$ cat src/rtl/core/stc_pkg.sv
// Shared types and constants for the 3x3 stencil smoothing block.
// Register map, reset values and the configuration struct.
// No dependencies; the files that use it refer to it by scoped names.
package stc_pkg;

  // Fixed field widths of the configuration registers, position outputs and APB-style port.
  localparam int unsigned COEF_W     = 16;
  localparam int unsigned SIZE_W     = 10;
  localparam int unsigned POS_W      = 10;
  localparam int unsigned APB_DATA_W = 32;
  localparam int unsigned APB_ADDR_W = 4;

  // Fraction width of the Q0.16 coefficients and of their products.
  localparam int unsigned FRAC_W     = 16;

  // Register indexes, one word apart.
  typedef enum logic [1:0] {
    REG_CORNER = 2'd0,
    REG_EDGE   = 2'd1,
    REG_CENTER = 2'd2,
    REG_SIZE   = 2'd3
  } reg_idx_e;

  // Reset values of the registers.
  localparam logic [COEF_W-1:0] CORNER_RST = 16'd3277;
  localparam logic [COEF_W-1:0] EDGE_RST   = 16'd6554;
  localparam logic [COEF_W-1:0] CENTER_RST = 16'd26214;
  localparam logic [SIZE_W-1:0] SIZE_RST   = 10'd1022;

  // Current configuration as seen by the datapath.
  typedef struct packed {
    logic [COEF_W-1:0] corner_coef;
    logic [COEF_W-1:0] edge_coef;
    logic [COEF_W-1:0] center_coef;
    logic [SIZE_W-1:0] interior_size;
  } cfg_t;

endpackage

$ cat src/rtl/core/stc_cfg_regs.sv
// APB-style configuration registers of the stencil smoothing block.
// Depends on stc_pkg for the register map and the configuration struct.
module stc_cfg_regs (
  input  logic                              clk_i,
  input  logic                              rst_ni,
  input  logic                              psel,
  input  logic                              penable,
  input  logic                              pwrite,
  input  logic [stc_pkg::APB_ADDR_W-1:0]    paddr,
  input  logic [stc_pkg::APB_DATA_W-1:0]    pwdata,
  output logic [stc_pkg::APB_DATA_W-1:0]    prdata,
  output logic                              pready,
  output stc_pkg::cfg_t                     cfg_o
);

  stc_pkg::cfg_t     cfg_q;
  stc_pkg::reg_idx_e reg_idx;
  logic              wr_en;

  assign reg_idx = stc_pkg::reg_idx_e'(paddr[3:2]);
  assign wr_en   = psel && penable && pwrite;
  assign pready  = 1'b1;
  assign cfg_o   = cfg_q;

  // Register writes complete in the access phase.
  always_ff @(posedge clk_i or negedge rst_ni) begin
    if (!rst_ni) begin
      cfg_q.corner_coef   <= stc_pkg::CORNER_RST;
      cfg_q.edge_coef     <= stc_pkg::EDGE_RST;
      cfg_q.center_coef   <= stc_pkg::CENTER_RST;
      cfg_q.interior_size <= stc_pkg::SIZE_RST;
    end else if (wr_en) begin
      case (reg_idx)
        stc_pkg::REG_CORNER: cfg_q.corner_coef   <= pwdata[stc_pkg::COEF_W-1:0];
        stc_pkg::REG_EDGE:   cfg_q.edge_coef     <= pwdata[stc_pkg::COEF_W-1:0];
        stc_pkg::REG_CENTER: cfg_q.center_coef   <= pwdata[stc_pkg::COEF_W-1:0];
        stc_pkg::REG_SIZE:   cfg_q.interior_size <= pwdata[stc_pkg::SIZE_W-1:0];
        default: ;
      endcase
    end
  end

  // Read-back of the addressed register.
  always_comb begin
    case (reg_idx)
      stc_pkg::REG_CORNER: prdata = stc_pkg::APB_DATA_W'(cfg_q.corner_coef);
      stc_pkg::REG_EDGE:   prdata = stc_pkg::APB_DATA_W'(cfg_q.edge_coef);
      stc_pkg::REG_CENTER: prdata = stc_pkg::APB_DATA_W'(cfg_q.center_coef);
      stc_pkg::REG_SIZE:   prdata = stc_pkg::APB_DATA_W'(cfg_q.interior_size);
      default:             prdata = '0;
    endcase
  end

endmodule

$ cat config.mk
export PLATFORM = sky130hd
export DESIGN_NAME = stc_cfg_regs
export DESIGN_NICKNAME = d
export VERILOG_FILES = /design/src/rtl/core/stc_pkg.sv /design/src/rtl/core/stc_cfg_regs.sv
export SDC_FILE = /design/constraint.sdc
export NUM_CORES = 1
export LEC_CHECK = 0
export ABC_AREA = 1
export BUFFER_PORTS_ARGS = -buffer_cell sky130_fd_sc_hd__buf_2
export CORE_MARGIN = 5
export CORE_UTILIZATION = 47
export DETAILED_ROUTE_END_ITERATION = 7
export GPL_ROUTABILITY_DRIVEN = 0
export MAX_ROUTING_LAYER = met4
export PLACE_DENSITY = 0.8
export SETUP_SLACK_MARGIN = 0.2
export SYNTH_ARGS = -nofsm -noshare
export SYNTH_HDL_FRONTEND = slang
export SYNTH_SLANG_ARGS = --single-unit
export TNS_END_PERCENT = 10
$ cat constraint.sdc
create_clock -name clk_i -period 1 [get_ports clk_i]
set_input_delay 0.15 -clock clk_i [delete_from_list [all_inputs] [get_ports clk_i]]
set_output_delay 0.15 -clock clk_i [all_outputs]
set_load 0.03 [all_outputs]
==> results by group <==
Drt
  – 1st-pass router iterations: 5
  – Vias: 3,127
  – Final wirelength: 9960 um
  – DR iter-0 viols: 237
  – Via density: 5.31
  – Wirelength per Cell: 16.9 um
  – ANT nets after route: 0
  – Residual DRC: 0

Synthesis
  – Yosys cell types: 17
  – Sequential area share after synthesis: 50.9%
  – Post-synthesis compound-gate area fraction: 0%
  – Mux cell area share after synthesis: 0%
  – Commonest cells post-synth: nand2_1 (204), nand3_1 (36), dfstp_2 (31), dfrtp_1 (27), buf_4 (17)
  – Ys async rst share: 100%
  – Top-count cell post-synth: nand2_1
  – Post-synthesis xor/xnor area fraction: 0%
  – Synthesis-stage register bit count: 58
  – EDFF count, synth: 0
  – Post-synth top flop: dfstp_2
  – Synthesized area per cell: 8.08 sq um
  – Simple-Gate Fraction of Synth Area: 39.7%
  – Cell count after synthesis: 362
  – Area leader, netlist: dfstp_2
  – Adder-cell share of the synthesized area: 0%
  – Synth Cell Area: 2930 sq um
  – Share of the synthesized area in the top cell type: 27.8%
  – Synth area leaders: dfstp_2 (28%), nand2_1 (26%), dfrtp_1 (23%), nand3_1 (6.2%), buf_4 (4.4%)
  – Synth warn: 0
  – Largest family of logic cells by synthesized area: simple AND/OR/NAND/NOR gates

Clock tree
  – Root Buffer: clkbuf_8
  – Worst-Skew Late Latency: 0.33 ns
  – CTS sink count: 58
  – H-tree depth: 3
  – Num CTS Buffers: 9
  – Max Root-Sink Buffers: 2
  – CTS clk-pin slew, worst paths: 0.07 ns
  – CTS tree: built

Flow run
  – Max_cap viols: 0

Global route
  – Pin count of the biggest net entering global routing: 59
  – Total GRT Usage: 26.7%
  – Antenna violations before repair: 0
  – Vias in the first global route: 3,101
  – First-pass GRT wire length: 15,300 um
  – Overflow after GRT: 0

Setup path
  – Worst setup path start: cfg_o[5]$_DFFE_PN1P_
  – Worst reg-to-reg setup slack: 0.14 ns
  – Crit path to: prdata[5]
  – R2r startpoint: cfg_o[53]$_DFFE_PN1P_
  – Req. time, crit path: 0.85 ns
  – Setup CP Type: register to primary output
  – FF-to-FF End: cfg_o[53]$_DFFE_PN1P_
  – CP max stage delay: 0.54 ns
  – Setup crit start kind: register
  – Crit end category: primary output
  – Crit-path cells: nand3_1 > nand4_1 > buf_6
  – CP max FO: 2
  – Slowest CP cell: dfstp_2
  – Reg2reg path depth: 3
  – Crit path DAT: 1.23 ns

Finish
  – Diodes inserted: 0
  – Area Growth Syn to Fin: 56.9%
  – Layout Utilization: 76.6%
  – Final Instance Area: 4590 sq um
  – Max FFs per register: 58
  – Nets: 550
  – Share of layout cells above drive strength 1: 46.9%
  – Post-route insts no fill: 589

Floorplanning
  – Die height: 88.9 um
  – Num ports: 132
  – DIE WIDTH: 88.9 um
  – Die area: 7900 sq um
  – Initial Util: 48.9%
  – Core ar.: 5990 sq um
  – Rows: 28

Placement
  – Placed inst area: 3760 sq um
  – Post-DP HPWL: 6330 um
  – Setup WS pre-CTS: -0.120 ns
  – IO buf count: 96
  – Post-Place Cells: 571

Power and ir drop
  – Max rail drop VDD: 1410 uV
  – Power per cell area: 2100 nW/um^2
  – Total power: 9.65 mW
  – LEAKAGE: 2.43 nW

STA
  – Fmax: 723 MHz
  – RSZ-0062 raised after global routing: true
  – Final setup TNS: -13.82 ns
  – Final worst setup slack: -0.383 ns
  – Max-slew violation count: 0
  – Worst hold slack: 0.0371 ns
  – Skew final: 0 ns
  – Final worst-path cycle share: 138%
  – Crit path time final: 1.38 ns
  – # setup viols final: 74
  – Final hold violations: 0

Run status
  – Outcome: finished with violations
  – Failing checks: negative setup slack

Hold path
  – Class of the worst hold path: input port to register
layout by cell type (no fill, tap or decap):
| cell type | count |
|---|---|
| buf_4 | 29 |
| inv_1 | 1 |
| nand2_2 | 10 |
| nand2_1 | 198 |
| nand2_4 | 3 |
| nand4_1 | 10 |
| dfrtp_1 | 26 |
| nand3_1 | 17 |
| conb_1 | 17 |
| dfrtp_2 | 1 |
| inv_2 | 5 |
| nor2_8 | 1 |
| clkbuf_1 | 3 |
| clkbuf_8 | 10 |
| dlygate4sd3_1 | 1 |
| nor2_4 | 5 |
| buf_2 | 22 |
| nand3_2 | 19 |
| clkinv_2 | 3 |
| dfstp_2 | 31 |
| buf_12 | 1 |
| nand3_4 | 1 |
| buf_6 | 100 |
how the worst min path moves through the flow:
stage / start / to / slack [ns] / cells after the start
2_1_floorplan: rst_ni / cfg_o[0]$_DFFE_PN0P_ / -0.15 / 0
3_3_place_gp: rst_ni / cfg_o[22]$_DFFE_PN0P_ / 0.17 / 2
3_5_place_dp: rst_ni / cfg_o[22]$_DFFE_PN0P_ / 0.17 / 2
4_1_cts: pwdata[14] / cfg_o[24]$_DFFE_PN1P_ / 0.02 / 3
5_1_grt: pwdata[14] / cfg_o[24]$_DFFE_PN1P_ / 0.03 / 3
6_report: pwdata[14] / cfg_o[24]$_DFFE_PN1P_ / 0.04 / 3
cells by family (layout without fill, tap and decap cells):
family                 count (synthesis)  in the layout
and+or+nand+nor                      264            264
other                                  2             17
buffers and inverters                 38            175
DFF                                   58             58
metal layers:
| layer | wire, um | vias up | track usage [%] |
|---|---|---|---|
| li1 | - | 1400 | - |
| met1 | 3740 | 1501 | 31.4 |
| met2 | 5120 | 188 | 44.7 |
| met3 | 737 | 38 | 4.33 |
| met4 | 355 | 0 | 12.6 |
| met5 | 0 | - | - |
area by class of cell:
cell class | instances | area [sq um]
fill | 380 | 1400
clock buffer | 13 | 149
clock inverter | 3 | 15.0
tap | 75 | 93.8
timing repair buffer | 153 | 1480
sequential | 58 | 1490
inverter | 6 | 22.5
multi-input combinational | 281 | 1340
power by group:
part | leakage [nW] | total, mW | internal (mW) | switching (mW)
combinational | 1.67 | 4.30 | 1.90 | 2.40
sequential | 0.666 | 3.51 | 3.02 | 0.487
clock | 0.0872 | 1.84 | 0.956 | 0.881
worst max-delay path, delay by kind of cell (launching register included):
kind,cells,cell delay [ns]
DFF,1,0.54
and+or+nand+nor,2,0.22
buffers and inverters,1,0.14
timing repair:
action                                  4_1_cts  5_1_grt
endpoints found under the hold margin        27        0
endpoints found under the setup margin       89      121
setup buffers                                 0        1
hold buffers                                  1        0
pin swaps                                    38       33
gates resized for setup                     174       22
No activity file was read; power rests on OpenSTA's default activity.
