$ cat src/rtl/core/stc_pkg.sv
// Shared types and constants for the 3x3 stencil smoothing block.
// Register map, reset values and the configuration struct.
// No dependencies; the files that use it refer to it by scoped names.
package stc_pkg;

  // Fixed field widths of the configuration registers, position outputs and APB-style port.
  localparam int unsigned COEF_W     = 16;
  localparam int unsigned SIZE_W     = 10;
  localparam int unsigned POS_W      = 10;
  localparam int unsigned APB_DATA_W = 32;
  localparam int unsigned APB_ADDR_W = 4;

  // Fraction width of the Q0.16 coefficients and of their products.
  localparam int unsigned FRAC_W     = 16;

  // Register indexes, one word apart.
  typedef enum logic [1:0] {
    REG_CORNER = 2'd0,
    REG_EDGE   = 2'd1,
    REG_CENTER = 2'd2,
    REG_SIZE   = 2'd3
  } reg_idx_e;

  // Reset values of the registers.
  localparam logic [COEF_W-1:0] CORNER_RST = 16'd3277;
  localparam logic [COEF_W-1:0] EDGE_RST   = 16'd6554;
  localparam logic [COEF_W-1:0] CENTER_RST = 16'd26214;
  localparam logic [SIZE_W-1:0] SIZE_RST   = 10'd1022;

  // Current configuration as seen by the datapath.
  typedef struct packed {
    logic [COEF_W-1:0] corner_coef;
    logic [COEF_W-1:0] edge_coef;
    logic [COEF_W-1:0] center_coef;
    logic [SIZE_W-1:0] interior_size;
  } cfg_t;

endpackage

$ cat src/rtl/core/stc_window.sv
// 3x3 window registers, neighbour sums and the three coefficient products.
// Depends on stc_pkg for the configuration struct.
module stc_window #(
  parameter int unsigned PB = 16
) (
  input  logic                 clk_i,
  input  logic                 rst_ni,
  input  logic                 shift_i,
  input  logic [PB-1:0]        top_i,
  input  logic [PB-1:0]        mid_i,
  input  logic [PB-1:0]        pix_i,
  input  stc_pkg::cfg_t        cfg_i,
  output logic [PB+17:0]       prod_diag_o,
  output logic [PB+17:0]       prod_side_o,
  output logic [PB+17:0]       prod_ctr_o
);

  localparam int unsigned SUM_W  = PB + 2;
  localparam int unsigned PROD_W = SUM_W + stc_pkg::COEF_W;

  // Slots 0..2 hold the column two back (top, middle, bottom), 3..5 the previous one.
  logic [PB-1:0]     win_q [6];
  logic [SUM_W-1:0]  diag_sum;
  logic [SUM_W-1:0]  side_sum;
  logic [PROD_W-1:0] prod_diag_q;
  logic [PROD_W-1:0] prod_side_q;
  logic [PROD_W-1:0] prod_ctr_q;

  // Slide the window by one column as each pixel leaves the input stage.
  always_ff @(posedge clk_i or negedge rst_ni) begin
    if (!rst_ni) begin
      for (int i = 0; i < 6; i++) begin
        win_q[i] <= '0;
      end
    end else if (shift_i) begin
      win_q[0] <= win_q[3];
      win_q[1] <= win_q[4];
      win_q[2] <= win_q[5];
      win_q[3] <= top_i;
      win_q[4] <= mid_i;
      win_q[5] <= pix_i;
    end
  end

  // Diagonal and side neighbour sums of the completed window.
  assign diag_sum = SUM_W'(win_q[0]) + SUM_W'(win_q[2]) + SUM_W'(top_i) + SUM_W'(pix_i);
  assign side_sum = SUM_W'(win_q[1]) + SUM_W'(win_q[3]) + SUM_W'(win_q[5]) + SUM_W'(mid_i);

  // One multiplier per term, registered.
  always_ff @(posedge clk_i) begin
    if (shift_i) begin
      prod_diag_q <= PROD_W'(diag_sum) * PROD_W'(cfg_i.corner_coef);
      prod_side_q <= PROD_W'(side_sum) * PROD_W'(cfg_i.edge_coef);
      prod_ctr_q  <= PROD_W'(win_q[4]) * PROD_W'(cfg_i.center_coef);
    end
  end

  assign prod_diag_o = prod_diag_q;
  assign prod_side_o = prod_side_q;
  assign prod_ctr_o  = prod_ctr_q;

endmodule

$ cat config.mk
export PLATFORM = sky130hd
export DESIGN_NAME = stc_window
export DESIGN_NICKNAME = d
export VERILOG_FILES = /design/src/rtl/core/stc_pkg.sv /design/src/rtl/core/stc_window.sv
export SDC_FILE = /design/constraint.sdc
export NUM_CORES = 2
export LEC_CHECK = 0
export BUFFER_PORTS_ARGS = -buffer_cell sky130_fd_sc_hd__buf_4
export CAP_MARGIN = 20
export CORE_MARGIN = 1.5
export CORE_UTILIZATION = 40
export DETAILED_ROUTE_END_ITERATION = 6
export SETUP_SLACK_MARGIN = 0.2
export SYNTH_ARGS = -nofsm -noshare
export SYNTH_HDL_FRONTEND = slang
export SYNTH_SLANG_ARGS = --single-unit
$ cat constraint.sdc
create_clock -name clk_i -period 24.6 [get_ports clk_i]
set_input_delay 1.23 -clock clk_i [delete_from_list [all_inputs] [get_ports clk_i]]
set_output_delay 1.23 -clock clk_i [all_outputs]
set_load 0.02 [all_outputs]
==> flow_metrics.env <==
export IMPL_outcome="finished clean"
export IMPL_insertion_delay_ns=0.52
export IMPL_final_min_clock_period_ns=10.74
export IMPL_slew_limit_headroom_pct=29.27
export IMPL_avgSynthCellArea_sq_um=9.598
export IMPL_detail_route_antenna_nets=0
export IMPL_wl_met2_mm=42.87
export IMPL_max_stage_delay_ns=0.82
export IMPL_cts_setup_buffers=0
export IMPL_die_area_sq_mm=0.09506
export IMPL_ys_flop_type="edfxtp_1"
export IMPL_worst_slew_pin_slew_ns=1.056
export IMPL_worstPathRequired_ns=24.86
export IMPL_hpwlAfterDp_mm=74.66
export IMPL_detail_route_first_pass_iterations=6
export IMPL_async_reset_ff_share_pct=48.98
export IMPL_end_kind="flop"
export IMPL_overflow=0
export IMPL_cts_tree="done"
export IMPL_setup_viol=0
export IMPL_die_x_microns=308.3
export IMPL_cpMostUsedCell="fa_1"
export IMPL_path_class="input pin to flop"
export IMPL_first_global_vias=27924
export IMPL_ctsHoldBuffers=0
export IMPL_cts_htree_levels=4
export IMPL_maxUsedRoutingLayer="met5"
export IMPL_cts_buffers=17
export IMPL_final_cell_mix="inv_1 (820), fa_1 (702), nand2_1 (533)"
export IMPL_core_area_sq_mm=0.09194
export IMPL_finalClockSkew_ns=0.02357
export IMPL_io_buffers=198
export IMPL_synth_warning_count=0
export IMPL_route_met3_wl_mm=7.554
export IMPL_syn_to_final_growth_pct=9.359
export IMPL_routed_wirelength_mm=95.27
export IMPL_syn_area_sq_mm=0.03729
export IMPL_cp_max_fo=16
export IMPL_tns_ns=0
export IMPL_fin_crit_sh_pct=43.65
export IMPL_drive_above_1_share_pct=9.735
export IMPL_nNetsFinal=5144
export IMPL_synth_edf_count=100
export IMPL_drtIter0Drc=1604
export IMPL_crit_family="adder cells"
export IMPL_ys_types=74
export IMPL_cts_root_buffer="clkbuf_16"
export IMPL_ios=211
export IMPL_route_detailed_drc=0
export IMPL_via_per_inst=5.055
export IMPL_rsz0062_at_grt="no"
export IMPL_postSynthCellCount=3885
export IMPL_slowest_stage="xnor2_2"
export IMPL_clock_path_buffers=2
export IMPL_hold_viol=0
export IMPL_wl_met1_mm=43.15
export IMPL_wl_per_cell_microns=18.16
export IMPL_final_common_cell="inv_1"
export IMPL_cp_arrival_ns=11.00
export IMPL_cts_resized=0
export IMPL_yosysSeqAreaShare_pct=14.50
export IMPL_drv_slew=0
export IMPL_cap_violations=0
export IMPL_die_height_microns=308.3
export IMPL_path_buf_inv=7
export IMPL_rows=111
export IMPL_dr_total_vias=26520
export IMPL_worst_setup_path_start_kind="input pin"
export IMPL_grt_max_degree=98
export IMPL_max_freq_mhz=93.12
export IMPL_cts_sinks=196
export IMPL_clk_pin_slew_ns=0.10
export IMPL_grt_pass1_wl_mm=155.0
export IMPL_antenna_found_initial=18
export IMPL_grt_use_total_pct=21.13
export IMPL_synth_seq_cells=196
export IMPL_hp_class="flop to flop"
export IMPL_gp_congestion=0.8556
export IMPL_initial_core_util_pct=40.56
## state kept, by name, indices dropped and copies added, names as in the netlist
register     count
prod_ctr_o      32
prod_side_o     34
prod_diag_o     34
win_q           96
## metrics by stage
stage / utilization (%) / setup WS [ns] / hold slack [ns] / area, sq um / cells
floorplan: - / 14.98 / 0.4498 / 37290 / 3886
global placement: 43.67 / 13.51 / 0.4551 / 40150 / 5207
detailed placement: 43.67 / 13.49 / 0.4658 / 40150 / 5207
CTS: 44.33 / 14.04 / 0.4926 / 40760 / 5239
global route: 44.34 / 13.40 / 0.5093 / 40770 / 5242
finish: 44.35 / 13.86 / 0.4856 / 40780 / 5246
## routing by layer
| layer | vias up | track usage [%] |
|---|---|---|
| met5 | - | 0 |
| met4 | 24 | 4.708 |
| met3 | 107 | 5.483 |
| met2 | 712 | 32.90 |
| met1 | 13593 | 29.48 |
| li1 | 12084 | - |
## worst reg2reg max path: cells and delay by family, from the launching register on
kind / cells / cell delay [ns]
adders and majority gates: 11 / 4.99
xor gates and xnor gates: 2 / 0.93
AOI/OAI and AO/OA: 11 / 2.89
buffers and inverters: 6 / 0.35
and+or+nand+nor: 3 / 0.43
DFF: 1 / 0.42
## Yosys cell counts, types with 3 or more instances
library cell | instances | area (sq um)
ha_1 | 350 | 4379
a211oi_1 | 16 | 120.1
inv_1 | 820 | 3078
nand3b_1 | 7 | 52.55
o2111ai_1 | 3 | 26.28
nor3_1 | 5 | 25.02
edfxtp_1 | 100 | 3003
buf_2 | 3 | 15.01
a21o_1 | 76 | 570.6
o211ai_1 | 12 | 90.09
nor4_1 | 5 | 31.28
mux2i_1 | 8 | 80.08
a21oi_1 | 109 | 545.5
nand2b_1 | 50 | 312.8
xor2_1 | 31 | 271.5
o21bai_1 | 14 | 105.1
a211o_1 | 7 | 61.31
buf_4 | 3 | 22.52
nor2_1 | 54 | 202.7
o21a_1 | 10 | 75.07
nand3_1 | 20 | 100.1
and2_1 | 324 | 2027
o21ai_0 | 69 | 345.3
a21boi_0 | 5 | 37.54
and3_1 | 16 | 100.1
mux2_2 | 82 | 923.4
nor2b_1 | 29 | 181.4
or3_1 | 3 | 18.77
fa_1 | 702 | 14050
o31ai_1 | 6 | 45.04
nand2_1 | 533 | 2001
dfrtp_1 | 96 | 2402
a41oi_1 | 5 | 43.79
buf_1 | 3 | 11.26
and4_1 | 6 | 52.55
a21o_2 | 3 | 26.28
nand4_1 | 12 | 75.07
a31oi_1 | 9 | 56.30
a221oi_1 | 4 | 35.03
clkbuf_1 | 148 | 555.5
xnor2_1 | 85 | 744.5
## layout make-up
cell class                 count  area [sq um]
fill                        9034         51160
multi-input combinational   2710         28320
sequential                   196          5405
inverter                     820          3078
timing repair buffer         238          1794
tap                         1243          1555
clock buffer                  18         429.2
clock inverter                14         175.2
antenna                        7         17.52
## final timing paths
check                      slack [ns]               to       from  cells past startpoint
setup / recovery                13.86  prod_side_o[32]   mid_i[1]                     34
hold / removal                   0.49        win_q[60]  win_q[12]                      2
setup reg to reg                14.34  prod_side_o[32]   win_q[1]                     33
hold reg to reg                  0.49        win_q[60]  win_q[12]                      2
max in group asynchronous       22.75        win_q[17]     rst_ni                      2
min in group asynchronous        0.64        win_q[15]     rst_ni                      1
## logic make-up after synthesis
kind of cell | synth area share [%]
flip-flops | 14.50
AO/OA/AOI/OAI | 6.517
buffers and inverters | 9.949
other | 0.01006
multiplexers | 2.691
XOR/XNOR | 2.725
adder cells (fa/ha/maj) | 49.43
AND/OR/NAND/NOR | 14.18
Power is left out: the tool's default activity adds up to more than one toggle a clock period on the data nets, which glitch-free logic cannot reach.
