`src/rtl/core/stc_pkg.sv`:
```
// Shared types and constants for the 3x3 stencil smoothing block.
// Register map, reset values and the configuration struct.
// No dependencies; the files that use it refer to it by scoped names.
package stc_pkg;

  // Fixed field widths of the configuration registers, position outputs and APB-style port.
  localparam int unsigned COEF_W     = 16;
  localparam int unsigned SIZE_W     = 10;
  localparam int unsigned POS_W      = 10;
  localparam int unsigned APB_DATA_W = 32;
  localparam int unsigned APB_ADDR_W = 4;

  // Fraction width of the Q0.16 coefficients and of their products.
  localparam int unsigned FRAC_W     = 16;

  // Register indexes, one word apart.
  typedef enum logic [1:0] {
    REG_CORNER = 2'd0,
    REG_EDGE   = 2'd1,
    REG_CENTER = 2'd2,
    REG_SIZE   = 2'd3
  } reg_idx_e;

  // Reset values of the registers.
  localparam logic [COEF_W-1:0] CORNER_RST = 16'd3277;
  localparam logic [COEF_W-1:0] EDGE_RST   = 16'd6554;
  localparam logic [COEF_W-1:0] CENTER_RST = 16'd26214;
  localparam logic [SIZE_W-1:0] SIZE_RST   = 10'd1022;

  // Current configuration as seen by the datapath.
  typedef struct packed {
    logic [COEF_W-1:0] corner_coef;
    logic [COEF_W-1:0] edge_coef;
    logic [COEF_W-1:0] center_coef;
    logic [SIZE_W-1:0] interior_size;
  } cfg_t;

endpackage

```
`src/rtl/core/stc_round.sv`:
```
// Final sum of the three products, round to nearest and saturate to the pixel range.
// Depends on stc_pkg for the fraction width of the coefficients.
module stc_round #(
  parameter int unsigned PB = 16
) (
  input  logic [PB+17:0] prod_diag_i,
  input  logic [PB+17:0] prod_side_i,
  input  logic [PB+17:0] prod_ctr_i,
  output logic [PB-1:0]  smoothed_o
);

  localparam int unsigned PROD_W = PB + 18;
  localparam int unsigned ACC_W  = PROD_W + 2;
  localparam int unsigned RES_W  = ACC_W - stc_pkg::FRAC_W;
  localparam logic [ACC_W-1:0] HALF_LSB = ACC_W'(1) << (stc_pkg::FRAC_W - 1);

  logic [ACC_W-1:0] acc;
  logic [RES_W-1:0] res;

  // Ties round up; anything above the pixel range clips to full scale.
  assign acc = ACC_W'(prod_diag_i) + ACC_W'(prod_side_i) + ACC_W'(prod_ctr_i) + HALF_LSB;
  assign res = acc[ACC_W-1:stc_pkg::FRAC_W];
  assign smoothed_o = (|res[RES_W-1:PB]) ? {PB{1'b1}} : res[PB-1:0];

endmodule

```
`config.mk`:
```
export PLATFORM = sky130hd
export DESIGN_NAME = stc_round
export DESIGN_NICKNAME = d
export VERILOG_FILES = /design/src/rtl/core/stc_pkg.sv /design/src/rtl/core/stc_round.sv
export SDC_FILE = /design/constraint.sdc
export NUM_CORES = 1
export LEC_CHECK = 0
export BUFFER_PORTS_ARGS = -buffer_cell sky130_fd_sc_hd__buf_2
export CORE_UTILIZATION = 25
export DETAILED_ROUTE_END_ITERATION = 6
export SETUP_SLACK_MARGIN = 0.05
export SLEW_MARGIN = 30
export SYNTH_ARGS = -nofsm -noshare
export SYNTH_HDL_FRONTEND = slang
export SYNTH_SLANG_ARGS = --single-unit
```
`constraint.sdc`:
```
create_clock -name vclk -period 9.62
set_input_delay 1.443 -clock vclk [all_inputs]
set_output_delay 1.443 -clock vclk [all_outputs]
set_load 0.02 [all_outputs]
```
==> results of run 1 <==
Yosys cell counts, types with 4 or more instances:
library cell,number,area share (%)
fa_1,33,20
nand3_1,15,2.3
nand4_1,7,1.3
nor2_1,15,1.7
o21a_1,5,1.2
nand2_1,23,2.7
nor2b_1,4,0.77
o31ai_1,4,0.92
inv_1,135,16
a21oi_1,28,4.3
a21o_1,8,1.8
o21bai_1,5,1.2
ha_1,65,25
xor2_1,10,2.7
nor3_1,7,1.1
o21ai_0,12,1.8
o211ai_1,5,1.2
a211oi_1,4,0.92
and2_1,5,0.96
xnor2_1,5,1.3
logic make-up (layout without fill, tap and decap cells):
kind of cell	count (synthesis)	in the layout	share of synthesized area (%)
muxes	3	3	0.9224
xor gates and xnor gates	15	15	4.035
and+or+nand+nor	93	93	14.68
AOI/OAI and AO/OA	86	86	18.18
buffers and inverters	142	255	16.91
adders and majority gates	98	98	45.27
final timing paths:
kind	cells after the start	start	endpoint	slack (ns)
hold / removal	6	prod_ctr_i[15]	smoothed_o[0]	3.67
setup / recovery	16	prod_diag_i[9]	smoothed_o[7]	2.71
final cells by class:
cell class | count | area [sq um] | share of cell area, %
Inverter | 135 | 506.7 | 12.55
Timing Repair Buffer | 120 | 609.3 | 15.10
Multi-Input combinational cell | 295 | 2705 | 67.02
Tap cell | 172 | 215.2 | 5.332
layout by cell type (no fill, tap or decap), types with 8 or more instances in the layout:
cell,instances
nand3_1,15
o21ai_0,12
nor2_1,15
nand2_1,23
a21o_1,8
buf_2,118
inv_1,135
xor2_1,10
a21oi_1,28
ha_1,65
fa_1,33
report_power, final:
group / switching, mW / internal, mW / leakage, nW
logic: 0.292 / 0.200 / 2.38
registers: 0 / 0 / 0
clock network: 0 / 0 / 0
total: 0.292 / 0.200 / 2.38
per-layer routing:
metal / up-vias / global-route usage, % / routed length, microns
met4: 0 / 0.5983 / 28
li1: 1649 / - / -
met5: - / 0 / 0
met3: 2 / 0.05189 / 240
met1: 1366 / 14.52 / 3491
met2: 72 / 20.28 / 3413
metrics by stage:
stage	cells	total power, mW
2_1_floorplan	437	0.3668
3_3_place_gp	721	0.4947
3_5_place_dp	721	0.4918
4_1_cts	721	0.4955
5_1_grt	722	0.5623
6_report	722	0.4925
==> reports/qor.csv, run 1 <==
stage;metric;value;unit
power;powerDensity;122.0;nW/um^2
global_routing;grtUsageTotal;10.80;%
min_path;hold_path_class;input port to output pin;
global_routing;grt_pass1_vias;2906;
drt;drt_iter0_markers;65;
yosys;netlist_instances;437;
worst_setup_path;worstSetupEndpointType;output pin;
drt;num_vias;3089;
worst_setup_path;crit_fanout;9;
floorplan;dieArea;13480;sq um
drt;wl_per_cell;9.935;microns
worst_setup_path;worst-path-buf-inv;5;
place;hpwl;6.563;mm
sta;fin_crit;6.905;ns
sta;holdWs;3.669;ns
floorplan;rows;41;
global_routing;grt_pass1_wl;12.28;mm
place;globalplace.congestion;0.7868;
sta;tightest_slew;0.7864;ns
layout;antennaDiodeCount;0;
worst_setup_path;slowest_delay;0.67;ns
sta;worst_slack;2.715;ns
worst_setup_path;critPathLaunchType;input port;
drt;viasPerCell;4.278;
yosys;avgSynthCellArea;7.450;sq um
floorplan;start_util;25.69;%
yosys;netlist_area;3256;sq um
drt;drc;0;
sta;final.setup.tns;0;ns
layout;nFillCells;1411;
flow_run;cap_violations;0;
worst_setup_path;critPathKind;input port to output pin;
global_routing;antenna_found_initial;0;
sta;slew_headroom;47.39;%
worst_setup_path;required;8.18;ns
sta;rsz0062_at_grt;false;
sta;period_share;71.78;%
floorplan;io_pins;118;
drt;ant_nets;0;
sta;fmax;0.1448;GHz
layout;nets;752;
layout;seq_cells;0;
yosys;ys_types;48;
floorplan;dieHeight;116.1;microns
cts;cts_resized;0;
worst_setup_path;crit_path_cell_trace;buf_2 > inv_1 > fa_1 > inv_1 > ha_1 > ha_1 > a211oi_1 > nor2_1 > o31a_1 > nor4_1 > nor2_1 > o31ai_1 > xor2_1 > buf_4 > nand4_1 > buf_2;
drt;routed_wl;7.173;mm
cts;cts_hold_buf;0;
place;io_buffers;118;
floorplan;coreArea;12670;sq um
global_routing;grt_max_degree;17;
layout;post-route-util;31.86;%
yosys;ys_warn_count;0;
sta;maxSlewViolCount;0;
global_routing;grt-ovfl-total;0;
power;peakVddDrop;0.00003681;V
floorplan;fp.dieW;116.1;microns
layout;final_area;4036;sq um
place;dpl_worst_slack;2.477;ns
yosys;synth_seq_area_share;0;%
drt;drt-pass1-iter-count;4;
worst_setup_path;cp.arrival;5.46;ns
layout;seqCellArea;0;sq um
outcome;status;completed;
layout;drive_above_1_share;23.27;%
place;place_area;4025;sq um
sta;setup_viol;0;
worst_setup_path;cpLargestDelayFamily;adder cells;
sta;final_hold_viol_count;0;
yosys;syn-num-nets;637;
worst_setup_path;crit_slowest_cell;xor2_1;
power;power.leakage;2.377;nW
layout;clock_buffers;0;
cts;post_cts.repair.setup_buffers;0;
layout;syn2layout_area_growth;23.98;%
Power figures use the tool's default switching activity.
==> inputs of run 2 (changes only) <==
--- a/config.mk
+++ b/config.mk
@@ -5,6 +5,7 @@
 export SDC_FILE = /design/constraint.sdc
 export NUM_CORES = 1
 export LEC_CHECK = 0
+export ABC_AREA = 1
 export BUFFER_PORTS_ARGS = -buffer_cell sky130_fd_sc_hd__buf_2
 export CORE_UTILIZATION = 25
 export DETAILED_ROUTE_END_ITERATION = 6
==> constraint.sdc (replaced) <==
create_clock -name vclk -period 6.3
set_input_delay 0.945 -clock vclk [all_inputs]
set_output_delay 0.945 -clock vclk [all_outputs]
set_load 0.02 [all_outputs]
==> reports/qor.csv, run 2 <==
stage;metric;value;unit;change
outcome;status;completed;;unchanged
min_path;hold_path_class;input port to output pin;;unchanged
layout;clock_buffers;0;;unchanged
yosys;synth_area_leader_cell;ha_1;;unchanged
layout;seq_cells;0;;unchanged
power;power;0.7512;mW;was 0.4925 mW
sta;worst_slack;1.209;ns;was 2.715 ns
worst_setup_path;crit_slowest_cell;fa_1;;was xor2_1
sta;final.setup.tns;0;ns;unchanged
drt;wl_per_cell;10.16;microns;was 9.935 microns
cts;cts_hold_buf;0;;unchanged
floorplan;rows;43;;was 41
drt;drc;0;;unchanged
min_path;hold_depth;6;;unchanged
yosys;syn-num-nets;766;;was 637
worst_setup_path;crit_path_cell_trace;buf_2 > inv_1 > fa_1 > inv_1 > fa_1 > ha_1 > nand2_1 > nor2_2 > inv_1 > or2_4 > o21ai_4 > nand2_2 > nand2_1 > nand2_1 > nand2_1 > nand2_2 > nor2_4 > nand2_1 > buf_2;;was buf_2 > inv_1 > fa_1 > inv_1 > ha_1 > ha_1 > a211oi_1 > nor2_1 > o31a_1 > nor4_1 > nor2_1 > o31ai_1 > xor2_1 > buf_4 > nand4_1 > buf_2
layout;seqCellArea;0;sq um;unchanged
global_routing;grt-ovfl-total;0;;unchanged
yosys;synth_seq_area_share;0;%;unchanged
sta;fin_crit;5.091;ns;
layout;drive_above_1_share;18.30;%;was 23.27%
sta;maxSlewViolCount;0;;unchanged
worst_setup_path;critPathLaunchType;input port;;unchanged
worst_setup_path;slowest_delay;0.42;ns;was 0.67 ns
floorplan;io_pins;118;;unchanged
cts;cts_resized;0;;unchanged
worst_setup_path;required;5.35;ns;was 8.18 ns
layout;final_area;4333;sq um;was 4036 sq um
place;hpwl;8.170;mm;was 6.563 mm
sta;fmax;0.1964;GHz;
place;dp_cells;863;;was 721
min_path;hold_start;prod_ctr_i[15];;unchanged
drt;viasPerCell;4.204;;was 4.278
layout;antennaDiodeCount;0;;unchanged
global_routing;antenna_found_initial;0;;unchanged
power;power.leakage;2.646;nW;was 2.377 nW
drt;ant_nets;0;;unchanged
place;io_buffers;118;;unchanged
worst_setup_path;crit_top_cell;nand2_1;;
cts;post_cts.repair.setup_buffers;0;;unchanged
global_routing;grt_max_degree;17;;unchanged
sta;tightest_slew;0.5665;ns;was 0.7864 ns
floorplan;dieHeight;120.8;microns;was 116.1 microns
sta;slew_headroom;62.23;%;was 47.39%
yosys;ys_types;28;;was 48
layout;post-route-util;31.34;%;was 31.86%
drt;drt-pass1-iter-count;4;;unchanged
yosys;netlist_instances;566;;was 437
power;powerDensity;173.4;nW/um^2;was 122.0 nW/um^2
floorplan;dieArea;14590;sq um;was 13480 sq um
global_routing;grt_pass1_vias;3547;;was 2906
sta;setup_viol;0;;unchanged
global_routing;grtUsageTotal;12.36;%;was 10.80%
min_path;holdPathEnd;smoothed_o[0];;unchanged
floorplan;start_util;25.52;%;was 25.69%
power;peakVddDrop;0.00003891;V;was 0.00003681 V
place;place_area;4333;sq um;was 4025 sq um
sta;holdWs;2.664;ns;was 3.669 ns
layout;syn2layout_area_growth;22.80;%;was 23.98%
worst_setup_path;cp.arrival;4.15;ns;was 5.46 ns
worst_setup_path;critPathKind;input port to output pin;;unchanged
yosys;synthTopCellsByCount;inv_1 (171), nand2_1 (117), ha_1 (65);;was inv_1 (135), ha_1 (65), fa_1 (33)
worst_setup_path;crit_fanout;16;;was 9
flow_run;cap_violations;0;;unchanged
sta;rsz0062_at_grt;false;;unchanged
global_routing;grt_pass1_wl;15.15;mm;was 12.28 mm
layout;fin_cells;863;;was 722
yosys;synth.most_common_cell;inv_1;;unchanged
drt;drt_iter0_markers;112;;was 65
place;dpl_worst_slack;1.154;ns;was 2.477 ns
sta;period_share;80.81;%;
yosys;synth.area.top_cells;ha_1 (23%), fa_1 (19%), inv_1 (18%);;was ha_1 (25%), fa_1 (20%), inv_1 (16%)
drt;routed_wl;8.771;mm;was 7.173 mm
sta;final_hold_viol_count;0;;unchanged
drt;num_vias;3628;;was 3089
layout;nFillCells;1583;;was 1411
yosys;netlist_area;3528;sq um;was 3256 sq um
worst_setup_path;worstSetupEndpointType;output pin;;unchanged
floorplan;fp.dieW;120.8;microns;was 116.1 microns
layout;nets;885;;was 752
yosys;ys_warn_count;0;;unchanged
floorplan;coreArea;13830;sq um;was 12670 sq um
yosys;avgSynthCellArea;6.234;sq um;was 7.450 sq um
layout;final_common_cell;inv_1;;unchanged
layout;mostFrequentLayoutCells;inv_1 (171), buf_2 (118), nand2_1 (117);;was inv_1 (135), buf_2 (118), ha_1 (65)
yosys;synth_top_cell_area_share;23.05;%;was 24.98%
place;globalplace.congestion;0.8053;;was 0.7868
==> run 2: final cells by class <==
| type | instances | area (sq um) | share of cell area (%) |
|---|---|---|---|
| tap | 180 | 225.2 | 5.198 |
| timing repair buffer | 118 | 590.6 | 13.63 |
| inverter | 171 | 641.9 | 14.81 |
| multi-input combinational | 394 | 2875 | 66.36 |
==> run 2: critical path: cells and delay by family <==
| kind | cells | cell delay [ns] |
|---|---|---|
| AND/OR/NAND/NOR | 10 | 1.35 |
| AO/OA/AOI/OAI | 1 | 0.23 |
| adder cells (fa/ha/maj) | 3 | 1.18 |
| buffers and inverters | 5 | 0.43 |
==> run 2: worst max path at each step <==
stage | to | cells after the start | slack (ns) | startpoint
finish | smoothed_o[1] | 19 | 1.21 | prod_diag_i[14]
global route | smoothed_o[15] | 19 | 0.89 | prod_diag_i[22]
CTS | smoothed_o[15] | 19 | 1.13 | prod_diag_i[14]
detailed placement | smoothed_o[15] | 19 | 1.15 | prod_diag_i[14]
global placement | smoothed_o[15] | 18 | 1.24 | prod_diag_i[20]
floorplan | smoothed_o[10] | 18 | 1.79 | prod_diag_i[14]
==> run 2: per-layer routing <==
metal,routed length [microns],GRT usage (%),up-vias
li1,-,-,1958
met1,4430,16.89,1589
met2,4014,22.92,81
met3,326,0.1887,0
met4,0,0,0
met5,0,0,-
==> run 2: power breakdown <==
part / internal (mW) / switching [mW] / leakage (nW)
clock network: 0 / 0 / 0
logic: 0.275 / 0.476 / 2.65
registers: 0 / 0 / 0
total: 0.275 / 0.476 / 2.65
==> run 2: logic make-up after synthesis <==
family | Yosys count | share of synthesized area (%)
XOR/XNOR | 14 | 3.475
AO/OA/AOI/OAI | 84 | 13.48
AND/OR/NAND/NOR | 198 | 22.77
adder cells (fa/ha/maj) | 98 | 41.77
buffers and inverters | 172 | 18.51
==> inputs of run 3 (changes only) <==
--- a/config.mk
+++ b/config.mk
@@ -5,7 +5,7 @@
 export SDC_FILE = /design/constraint.sdc
 export NUM_CORES = 1
 export LEC_CHECK = 0
-export ABC_AREA = 1
+export ABC_AREA = 0
 export BUFFER_PORTS_ARGS = -buffer_cell sky130_fd_sc_hd__buf_2
 export CORE_UTILIZATION = 25
 export DETAILED_ROUTE_END_ITERATION = 6
==> constraint.sdc (replaced) <==
create_clock -name vclk -period 4.65
set_input_delay 0.6975 -clock vclk [all_inputs]
set_output_delay 0.6975 -clock vclk [all_outputs]
set_load 0.02 [all_outputs]
==> reports/qor.csv, run 3 (same netlist as run 1, synthesis figures left out) <==
stage;metric;value;unit;change
floorplan;io_pins;118;;unchanged
place;globalplace.congestion;0.7954;;was 0.8053
layout;nFillCells;1363;;was 1583
sta;maxSlewViolCount;0;;unchanged
floorplan;dieHeight;116.1;microns;was 120.8 microns
place;place_area;4448;sq um;was 4333 sq um
global_routing;grt-ovfl-total;0;;unchanged
worst_setup_path;crit_slowest_cell;fa_1;;unchanged
layout;fin_cells;775;;was 863
drt;ant_nets;0;;unchanged
floorplan;start_util;25.69;%;was 25.52%
drt;num_vias;3250;;was 3628
power;peakVddDrop;0.00009183;V;was 0.00003891 V
floorplan;dieArea;13480;sq um;was 14590 sq um
layout;syn2layout_area_growth;39.01;%;was 22.80%
worst_setup_path;crit_top_cell;ha_1;;was nand2_1
floorplan;coreArea;12670;sq um;was 13830 sq um
min_path;hold_path_class;input port to output pin;;unchanged
worst_setup_path;crit_fanout;16;;unchanged
layout;post-route-util;35.72;%;was 31.34%
flow_run;cap_violations;0;;unchanged
layout;drive_above_1_share;31.67;%;was 18.30%
floorplan;fp.dieW;116.1;microns;was 120.8 microns
drt;wl_per_cell;9.483;microns;was 10.16 microns
layout;nets;805;;was 885
sta;tightest_slew;0.3709;ns;was 0.5665 ns
drt;routed_wl;7.349;mm;was 8.771 mm
sta;setup_viol;16;;was 0
drt;drt_iter0_markers;28;;was 112
worst_setup_path;slowest_delay;0.53;ns;was 0.42 ns
worst_setup_path;critPathKind;input port to output pin;;unchanged
global_routing;grt_max_degree;17;;unchanged
layout;mostFrequentLayoutCells;inv_1 (134), buf_2 (115), ha_1 (65);;was inv_1 (171), buf_2 (118), nand2_1 (117)
global_routing;grtUsageTotal;10.97;%;was 12.36%
sta;final.setup.tns;-2.991;ns;was 0 ns
outcome;status;finished with violations;;was completed
power;powerDensity;276.6;nW/um^2;was 173.4 nW/um^2
layout;antennaDiodeCount;0;;unchanged
global_routing;antenna_found_initial;0;;unchanged
layout;final_area;4526;sq um;was 4333 sq um
sta;final_hold_viol_count;0;;unchanged
place;io_buffers;118;;unchanged
sta;slew_headroom;75.05;%;was 62.23%
sta;fin_crit;4.864;ns;
outcome;violations;negative setup slack;;
worst_setup_path;worstSetupEndpointType;output pin;;unchanged
sta;period_share;104.6;%;
sta;worst_slack;-0.2138;ns;was 1.209 ns
worst_setup_path;crit_path_cell_trace;buf_4 > inv_8 > fa_1 > inv_1 > ha_1 > ha_1 > a21o_1 > a311o_1 > or3_1 > a221oi_2 > nand2_1 > o211a_1 > a2111oi_4 > buf_12 > o211ai_1 > buf_2;;was buf_2 > inv_1 > fa_1 > inv_1 > fa_1 > ha_1 > nand2_1 > nor2_2 > inv_1 > or2_4 > o21ai_4 > nand2_2 > nand2_1 > nand2_1 > nand2_1 > nand2_2 > nor2_4 > nand2_1 > buf_2
worst_setup_path;critPathLaunchType;input port;;unchanged
layout;clock_buffers;0;;unchanged
worst_setup_path;cp.arrival;4.17;ns;was 4.15 ns
drt;drc;0;;unchanged
drt;viasPerCell;4.194;;was 4.204
global_routing;grt_pass1_vias;3090;;was 3547
sta;fmax;0.2056;GHz;
drt;drt-pass1-iter-count;4;;unchanged
sta;rsz0062_at_grt;true;;was false
global_routing;grt_pass1_wl;12.61;mm;was 15.15 mm
power;power.leakage;2.660;nW;was 2.646 nW
place;dp_cells;773;;was 863
floorplan;rows;41;;was 43
place;dpl_worst_slack;-0.4007;ns;was 1.154 ns
place;hpwl;6.863;mm;was 8.170 mm
layout;final_common_cell;inv_1;;unchanged
worst_setup_path;required;3.95;ns;was 5.35 ns
layout;seq_cells;0;;unchanged
layout;seqCellArea;0;sq um;unchanged
-- run 3: changes by cell type in the layout (fill, tap and decap cells not counted), moves of 11 or more --
cell     change
nand2_1     -94
inv_1       -37
nor2_1      -35
a21oi_1     -15
buf_4       +56
o21ai_0     -11
-- run 3: worst paths after layout --
path            start              to  cells after the start
max   prod_diag_i[27]  smoothed_o[10]                     16
min    prod_ctr_i[15]   smoothed_o[0]                      7
-- run 3: per-layer routing --
layer	vias to the layer above	wire length (microns)	global-route usage (%)
met5	-	0	0
met4	0	0	0
met3	0	210	0.05189
met2	63	3640	21.43
met1	1435	3497	14.32
li1	1752	-	-
-- run 3: critical path: cells and delay by family --
| family | cells | cell delay, ns |
|---|---|---|
| AND/OR/NAND/NOR | 2 | 0.42 |
| buffers and inverters | 5 | 0.55 |
| adder cells (fa/ha/maj) | 3 | 1.11 |
| AO/OA/AOI/OAI | 6 | 1.38 |
-- run 3: timing repair --
| item | 4_1_cts | 5_1_grt |
|---|---|---|
| pin swaps | 1 | 3 |
| endpoints found under the setup margin | 16 | 16 |
| hold buffers | 0 | 0 |
| gates resized for setup | 3 | 11 |
| endpoints found under the hold margin | 0 | 0 |
| setup buffers | 2 | 0 |
-- run 3: final cells by class --
cell class	count	area [sq um]	share of cell area, %
repair buffers	173	1027	22.70
inverters	135	514.2	11.36
multi-input cells	295	2769	61.18
well taps	172	215.2	4.755
-- run 3: metrics by stage --
stage | power [mW] | hold slack [ns]
after floorplan | 0.7733 | 1.957
after global placement | 1.221 | 2.242
after detailed placement | 1.221 | 2.234
after CTS | 1.255 | 2.246
after global routing | 1.419 | 2.286
final | 1.252 | 2.222
-- run 3: where the power goes --
group | switching (mW) | internal (mW)
Combinational | 0.657 | 0.594
Sequential | 0 | 0
Clock | 0 | 0
